[config.mk]
export PLATFORM = sky130hd
export DESIGN_NAME = pke_ctrl
export DESIGN_NICKNAME = d
export VERILOG_FILES = /design/src/hdl/position_keeping_engine_assert.svh /design/src/hdl/pke_pkg.sv /design/src/hdl/pke_ctrl.sv
export SDC_FILE = /design/constraint.sdc
export NUM_CORES = 1
export LEC_CHECK = 0
export ABC_AREA = 1
export ABC_CLOCK_PERIOD_IN_PS = 2900
export BUFFER_PORTS_ARGS = -buffer_cell sky130_fd_sc_hd__buf_2
export CORE_AREA = 2 2 39 41
export CTS_CLUSTER_DIAMETER = 30
export DETAILED_ROUTE_END_ITERATION = 16
export DIE_AREA = 0 0 41 43
export PLACE_DENSITY = 0.66
export REMOVE_ABC_BUFFERS = 1
export SLEW_MARGIN = 20
export SYNTH_ARGS = -nofsm -noshare
export SYNTH_HDL_FRONTEND = slang
export SYNTH_SLANG_ARGS = --single-unit
export TNS_END_PERCENT = 50
[constraint.sdc]
create_clock -name clk -period 2.9 [get_ports clk]
set_input_delay 0.29 -clock clk [delete_from_list [all_inputs] [get_ports clk]]
set_output_delay 0.29 -clock clk [all_outputs]
set_load 0.05 [all_outputs]
[src/hdl/position_keeping_engine_assert.svh]
// Assertion macros shared by the position keeping engine.
`ifndef POSITION_KEEPING_ENGINE_ASSERT_SVH
`define POSITION_KEEPING_ENGINE_ASSERT_SVH

// The consequent must hold in the same cycle as the antecedent.
`define PKE_ASSERT_IMPL(label, clk, rst_n, ante, cons, msg) \
    label: assert property (@(posedge clk) disable iff (!rst_n) (ante) |-> (cons)) \
        else $error(msg);

// The consequent must hold in the cycle after the antecedent.
`define PKE_ASSERT_NEXT(label, clk, rst_n, ante, cons, msg) \
    label: assert property (@(posedge clk) disable iff (!rst_n) (ante) |=> (cons)) \
        else $error(msg);

`endif

[src/hdl/pke_pkg.sv]
package pke_pkg;

    localparam int NUM_INSTRUMENTS = 64;
    localparam int INST_W = $clog2(NUM_INSTRUMENTS);
    localparam int CASH_W = 63;

    localparam logic [1:0] KIND_SIGNAL = 2'd0;
    localparam logic [1:0] KIND_FILL = 2'd1;
    localparam logic [1:0] KIND_PRICE = 2'd2;

    localparam logic [2:0] ST_ORDER = 3'd0;
    localparam logic [2:0] ST_NOFUNDS = 3'd1;
    localparam logic [2:0] ST_FILLED = 3'd2;
    localparam logic [2:0] ST_BADDATA = 3'd3;
    localparam logic [2:0] ST_BADSELL = 3'd4;
    localparam logic [2:0] ST_SNAPSHOT = 3'd5;

    localparam logic [30:0] QTY_MAX = 31'h7FFF_FFFF;

    typedef struct packed {
        logic [1:0]  kind;
        logic        side;
        logic [5:0]  instrument;
        logic [31:0] price;
        logic [31:0] quantity;
        logic [63:0] timestamp;
    } in_item_t;

    typedef struct packed {
        logic [2:0]  status;
        logic [31:0] order_number;
        logic        order_side;
        logic [5:0]  order_instrument;
        logic [31:0] order_price;
        logic [31:0] order_quantity;
        logic [63:0] event_time;
        logic [63:0] cash_now;
        logic [63:0] equity;
        logic [63:0] realized_total;
    } out_item_t;

    typedef enum logic [3:0] {
        CMD_NONE,
        CMD_LOAD,
        CMD_READ,
        CMD_DECIDE,
        CMD_MUL,
        CMD_DIV_START,
        CMD_DIV_STEP,
        CMD_WRITE,
        CMD_SCAN_START,
        CMD_SCAN_READ,
        CMD_SCAN_ACC,
        CMD_FINISH
    } cmd_t;

    typedef struct packed {
        logic is_fill_sell;
        logic is_fill_buy;
        logic is_snapshot;
        logic done_early;
        logic div_last;
        logic scan_last;
    } status_t;

    function automatic logic [31:0] magnitude32(input logic [31:0] raw);
        magnitude32 = raw[31] ? (~raw + 32'd1) : raw;
    endfunction

endpackage

[src/hdl/pke_ctrl.sv]
module pke_ctrl (
    input  logic             clk,
    input  logic             rst_n,
    input  logic             in_valid,
    output logic             in_stall,
    output logic             out_valid,
    input  logic             out_stall,
    input  pke_pkg::status_t st,
    output pke_pkg::cmd_t    cmd
);
    import pke_pkg::*;

    typedef enum logic [3:0] {
        S_IDLE, S_READ, S_DECIDE, S_MUL, S_DIVS, S_DIV, S_WRITE,
        S_SCANS, S_SCANR, S_SCANA, S_FIN, S_OUT
    } state_t;

    state_t state_reg, state_next;
    logic out_valid_reg, out_valid_next;

    always_comb
    begin
        state_next = state_reg;
        out_valid_next = out_valid_reg;
        cmd = CMD_NONE;
        if (out_valid_reg && !out_stall)
        begin
            out_valid_next = 1'b0;
        end
        case (state_reg)
            S_IDLE:
            begin
                if (in_valid && !out_valid_reg)
                begin
                    cmd = CMD_LOAD;
                    state_next = S_READ;
                end
            end
            S_READ:
            begin
                cmd = CMD_READ;
                state_next = S_DECIDE;
            end
            S_DECIDE:
            begin
                cmd = CMD_DECIDE;
                if (st.done_early)
                    state_next = S_FIN;
                else if (st.is_snapshot)
                    state_next = S_SCANS;
                else
                    state_next = S_MUL;
            end
            S_MUL:
            begin
                cmd = CMD_MUL;
                state_next = st.is_fill_buy ? S_DIVS : S_WRITE;
            end
            S_DIVS:
            begin
                cmd = CMD_DIV_START;
                state_next = S_DIV;
            end
            S_DIV:
            begin
                cmd = CMD_DIV_STEP;
                if (st.div_last)
                    state_next = S_WRITE;
            end
            S_WRITE:
            begin
                cmd = CMD_WRITE;
                state_next = S_FIN;
            end
            S_SCANS:
            begin
                cmd = CMD_SCAN_START;
                state_next = S_SCANR;
            end
            S_SCANR:
            begin
                cmd = CMD_SCAN_READ;
                state_next = S_SCANA;
            end
            S_SCANA:
            begin
                cmd = CMD_SCAN_ACC;
                state_next = st.scan_last ? S_FIN : S_SCANR;
            end
            S_FIN:
            begin
                cmd = CMD_FINISH;
                out_valid_next = 1'b1;
                state_next = S_OUT;
            end
            S_OUT:
            begin
                if (!out_valid_reg || !out_stall)
                    state_next = S_IDLE;
            end
            default:
            begin
                state_next = S_IDLE;
            end
        endcase
    end

    always_ff @(posedge clk or negedge rst_n)
    begin
        if (!rst_n)
        begin
            state_reg <= S_IDLE;
            out_valid_reg <= 1'b0;
        end
        else
        begin
            state_reg <= state_next;
            out_valid_reg <= out_valid_next;
        end
    end

    assign in_stall = !(state_reg == S_IDLE && !out_valid_reg);
    assign out_valid = out_valid_reg;

endmodule

==> impl_metrics.py, run 1 <==
metrics = {
    "status": {
        "status": "completed",
    },
    "timing": {
        "max-slew-margin-rel_pct": 77.47,
        "hold_violations": 0,
        "rsz0062_at_grt": "false",
        "tns_ps": 0,
        "min_period_over_period_pct": 65.40,
        "clock.fmax_mhz": 527.2,
        "period_minus_slack_ps": 1897,
        "worstMarginPinSlew_ps": 336.7,
        "finalSetupViolations": 0,
        "slew_violations": 0,
        "fin_ws_ps": 1003,
        "skew_ps": 2.646,
    },
    "route": {
        "dr_wl_met3_um": 76,
        "num_vias": 478,
        "drc_errors": 0,
        "viasPerCell": 4.552,
        "totalWireLength_um": 972,
        "m1WireLength_um": 449,
        "postRouteAntennaNets": 0,
        "top_layer": "met3",
        "dr.pass1.iters": 4,
        "route.met2.wl_um": 445,
        "drt_iter0_markers": 15,
        "wl_per_cell_um": 9.257,
    },
    "placement": {
        "io_buffers": 14,
        "dp_slack_ps": 1271,
        "hpwlAfterDp_um": 808.4,
        "post-place-cells": 100,
        "globalplace.congestion": 0.7876,
        "placed_cell_area_um2": 521.8,
    },
    "cells_and_area": {
        "final_common_cell": "nand2_1",
        "layout.cells.non_filler": 105,
        "drive_gt1_share_pct": 26.97,
        "area_growth_syn_to_layout_pct": 25.99,
        "final_net_count": 100,
        "largest_reg_flops": 4,
        "final_cell_mix": "nand2_1 (20), buf_2 (14), nor2_1 (12)",
        "finish.instance_area_um2": 558.0,
        "n_antenna_cell": 0,
        "fillerInstances": 145,
    },
    "job": {
        "drv_cap": 0,
    },
    "global_routing": {
        "globalRouteTotalUtil_pct": 14.68,
        "grt_max_degree": 10,
        "antenna_found_initial": 0,
        "gr-total-overflow": 0,
        "grt_pass1_wl_um": 1745,
        "grt_pass1_vias": 427,
    },
    "clocking": {
        "cts.htree.levels": 1,
        "tritoncts": "yes",
        "clock_path_buffers": 2,
        "insertion_delay_ps": 240,
        "numClockSinks": 5,
        "clock-root-buffer": "clkbuf_4",
        "numCtsBuffers": 3,
        "post_cts_buffers": 0,
        "clk_pin_slew_worst_paths_ps": 40,
    },
    "setup_path": {
        "setup.worst_path.end_class": "primary output",
        "cpMaxStageDelayCell": "dfrtp_1",
        "crit_chain": "nor2_1 > nand2_1 > o211ai_1 > buf_2",
        "criticalPathCategory": "reg2out",
        "arrival_ps": 1610,
        "path_buf_inv": 1,
        "worstPathRequired_ps": 2610,
        "cp_slowest_stage_delay_ps": 450,
        "crit_family": "flip-flops",
        "crit_path_max_fanout": 6,
        "start_kind": "register",
    },
    "yosys": {
        "synth_warnings": 0,
        "ys_seq_area_share_pct": 28.25,
        "netlist_instances": 71,
        "synth.distinct_cells": 16,
        "syn_avg_cell_area_um2": 6.238,
        "yosys.area.top_type_share_pct": 28.25,
        "synth_top_area_cell": "dfrtp_1",
        "synth_area_leaders": "dfrtp_1 (28%), nand2_1 (17%), nand3_1 (11%)",
        "ys_seq_elements": 5,
        "syn_area_um2": 442.9,
    },
    "floorplan": {
        "die_h_um": 43,
        "row_count": 14,
        "ios": 16,
        "die_w_um": 41,
        "die_area_um2": 1763,
        "initial_utilization_pct": 32.01,
        "core_area_um2": 1384,
    },
    "min_path": {
        "min_path_type": "in2reg",
    },
}
-- cells in the mapped netlist --
cell type  count
nor3_1         2
inv_1          8
nor2_2         1
nand3_1       10
a21oi_1        1
nand2_1       20
nand4_1        1
dfrtp_1        5
nand3b_4       1
o21ai_1        1
o211ai_1       3
nand2_2        2
nor2_1        12
inv_2          2
nor2_4         1
buf_6          1
-- worst register-to-register path, stage by stage, from the launching register on --
cell and delay, ps:
dfrtp_1 450, nor2_1 310, nand3_1 160, nand2_1 90
nor2_1 50, nand2_1 70, nand2_1 50
-- metrics by stage --
| stage | hold slack [ps] | utilization, % |
|---|---|---|
| 6_report | 283.4 | 40.33 |
| 3_5_place_dp | 109.4 | 37.70 |
| 2_1_floorplan | -5.591 | - |
| 3_3_place_gp | 107.2 | 37.70 |
| 5_1_grt | 295.7 | 40.33 |
| 4_1_cts | 268.8 | 40.33 |
-- what timing repair did --
item,CTS,global route
setup endpoints to repair,0,0
resized for setup,0,0
hold buffers,1,0
hold endpoints to repair,5,0
-- kinds of logic after synthesis --
| family | Yosys count | synth area share [%] |
|---|---|---|
| flops | 5 | 28.25 |
| simple gates | 50 | 53.39 |
| buf+inv | 11 | 11.02 |
| compound gates | 5 | 7.342 |
-- final cells by class --
cell class              count  area [um^2]  area share, %
well taps                  16        20.02          3.587
flip-flops and latches      5        125.1          22.42
repair buffers             15        80.08          14.35
inverters                  10        37.54          6.726
clock buffers               4        26.28          4.709
multi-input cells          55        269.0          48.21
-- worst paths after layout --
kind                                          start                        to  slack, ps  cells after the start
setup / recovery           state_reg[2]$_DFFE_PN0P_                    cmd[0]       1000                      4
hold / removal                            out_stall     out_valid$_DFFE_PN0P_        280                      3
setup reg to reg           state_reg[2]$_DFFE_PN0P_  state_reg[1]$_DFFE_PN0P_       1600                      6
hold reg to reg               out_valid$_DFFE_PN0P_     out_valid$_DFFE_PN0P_        520                      2
max in group asynchronous                     rst_n  state_reg[1]$_DFFE_PN0P_       2380                      2
min in group asynchronous                     rst_n     out_valid$_DFFE_PN0P_        390                      2
-- layer usage --
metal	GRT usage, %	vias up
met2	18.75	21
li1	-	264
met5	0	-
met4	10.00	0
met3	1.571	0
met1	22.11	193
Power of run 1 is not shown: default switching activity piles up to over one toggle a cycle in this logic, so the estimate is an artifact.
==> run 2, diff against run 1 <==
Settings changed: ABC_CLOCK_PERIOD_IN_PS 2900 to 1800.
Clock period 2.9 ns to 1.8 ns, I/O delays scaled along.
==> run 2 against run 1 <==
Against the previous run: register-to-register slack got worse by 1000 ps; via count grew 3.3%; utilization grew 0.72 points; sequential share of layout area decreased by 0.40 points; die area did not move; routed wire length increased by 2.3%; clock skew shrank 0.90 ps; final area grew 1.8%; first-iteration DRC count decreased by 67%; count of clock-buffer cells in the layout stayed put.
==> impl_metrics.py, run 2 (same netlist as run 1, synthesis figures left out) <==
metrics = {
    "status": {
        "status": "completed",
    },
    "timing": {
        "period_minus_slack_ps": 1679,
        "max-slew-margin-rel_pct": 80.61,
        "rsz0062_at_grt": "false",
        "min_period_over_period_pct": 93.26,
        "tns_ps": 0,
        "finalSetupViolations": 0,
        "slew_violations": 0,
        "worstMarginPinSlew_ps": 290.8,
        "clock.fmax_mhz": 595.7,
        "skew_ps": 1.751,
        "hold_violations": 0,
    },
    "route": {
        "wl_per_cell_um": 9.377,
        "drt_iter0_markers": 5,
        "totalWireLength_um": 994,
        "postRouteAntennaNets": 0,
        "viasPerCell": 4.660,
        "drc_errors": 0,
        "dr.pass1.iters": 4,
        "num_vias": 494,
    },
    "setup_path": {
        "crit_path_max_fanout": 9,
        "arrival_ps": 1500,
        "path_buf_inv": 2,
        "crit_chain": "nand2_2 > o21ai_1 > nand2_1 > inv_1 > buf_2",
        "crit_family": "flip-flops",
        "start_kind": "register",
        "r2r_setup_slack_ps": 580,
        "cpMaxStageDelayCell": "dfrtp_1",
        "worstPathRequired_ps": 1620,
        "cp_slowest_stage_delay_ps": 500,
        "setup.worst_path.end_class": "primary output",
        "criticalPathCategory": "reg2out",
    },
    "global_routing": {
        "grt_max_degree": 10,
        "globalRouteTotalUtil_pct": 14.96,
        "grt_pass1_wl_um": 1738,
        "gr-total-overflow": 0,
        "antenna_found_initial": 0,
        "grt_pass1_vias": 442,
    },
    "cells_and_area": {
        "area_growth_syn_to_layout_pct": 28.25,
        "final_cell_mix": "nand2_1 (20), buf_2 (13), nor2_1 (12)",
        "layout.cells.non_filler": 106,
        "drive_gt1_share_pct": 27.78,
        "largest_reg_flops": 4,
        "finish.instance_area_um2": 568.0,
        "final_common_cell": "nand2_1",
        "final_net_count": 101,
        "fillerInstances": 165,
        "n_antenna_cell": 0,
    },
    "clocking": {
        "numClockSinks": 5,
        "clk_pin_slew_worst_paths_ps": 40,
        "cts.htree.levels": 1,
        "clock_path_buffers": 2,
        "clock-root-buffer": "clkbuf_4",
        "numCtsBuffers": 3,
        "tritoncts": "yes",
        "insertion_delay_ps": 240,
    },
    "floorplan": {
        "row_count": 14,
        "die_area_um2": 1763,
        "initial_utilization_pct": 32.01,
        "core_area_um2": 1384,
        "die_w_um": 41,
        "ios": 16,
        "die_h_um": 43,
    },
    "placement": {
        "globalplace.congestion": 0.8055,
        "io_buffers": 14,
        "post-place-cells": 101,
        "hpwlAfterDp_um": 833.8,
        "placed_cell_area_um2": 529.3,
    },
    "min_path": {
        "min_path_type": "in2reg",
    },
    "job": {
        "drv_cap": 0,
    },
}
==> run 2: cell types whose count changed in the layout (fill, tap and decap cells not counted), sizes merged <==
cell and change:
buf +1
==> run 2: per-stage QoR <==
step | worst slack, ps | utilization [%] | hold slack, ps
after floorplan | 66.54 | - | -115.6
after global placement | 388.1 | 38.25 | -3.995
after detailed placement | 368.4 | 38.25 | -2.518
after CTS | 104.8 | 40.87 | 172.2
after global routing | 11.54 | 41.05 | 178.5
final | 121.4 | 41.05 | 174.9
==> run 2: cell type report <==
type	count	area [um^2]	share of cell area (%)
Clock buffer	4	26.28	4.626
Inverter	10	37.54	6.608
Multi-Input combinational cell	55	269.0	47.36
Sequential cell	5	125.1	22.03
Tap cell	16	20.02	3.524
Timing Repair Buffer	16	90.09	15.86
==> run 2: worst reg2reg max path: stages (launching register included) <==
cell and delay [ps]:
dfrtp_1 420, inv_2 160, nand2_1 120, nor3_1 200, nor2_1 80, nand2_1 70, nand2_1 50
==> run 2: repair_timing <==
item	CTS	global route
hold endpoints to repair	5	0
buffers inserted	0	0
hold buffers	1	0
resized for setup	0	2
endpoints found under the setup margin	0	1
==> run 2: worst paths after layout <==
kind                                                  to  cells past startpoint                      from
worst max-delay path                              cmd[3]                      5  state_reg[0]$_DFFE_PN0P_
worst min-delay path               out_valid$_DFFE_PN0P_                      3                 out_stall
worst max register to register  state_reg[1]$_DFFE_PN0P_                      6  state_reg[3]$_DFFE_PN0P_
worst min register to register     out_valid$_DFFE_PN0P_                      2     out_valid$_DFFE_PN0P_
max in group asynchronous       state_reg[0]$_DFFE_PN0P_                      2                     rst_n
min in group asynchronous       state_reg[2]$_DFFE_PN0P_                      2                     rst_n
==> run 2: per-layer routing <==
| layer | global-route usage, % | up-vias | part of all wire, % |
|---|---|---|---|
| met5 | 0 | - | 0 |
| met4 | 12.00 | 0 | 0 |
| met3 | 3.141 | 0 | 4.6 |
| met2 | 20.94 | 15 | 47 |
| met1 | 18.75 | 212 | 48 |
| li1 | - | 267 | - |
Power of run 2 is left out for the same reason.
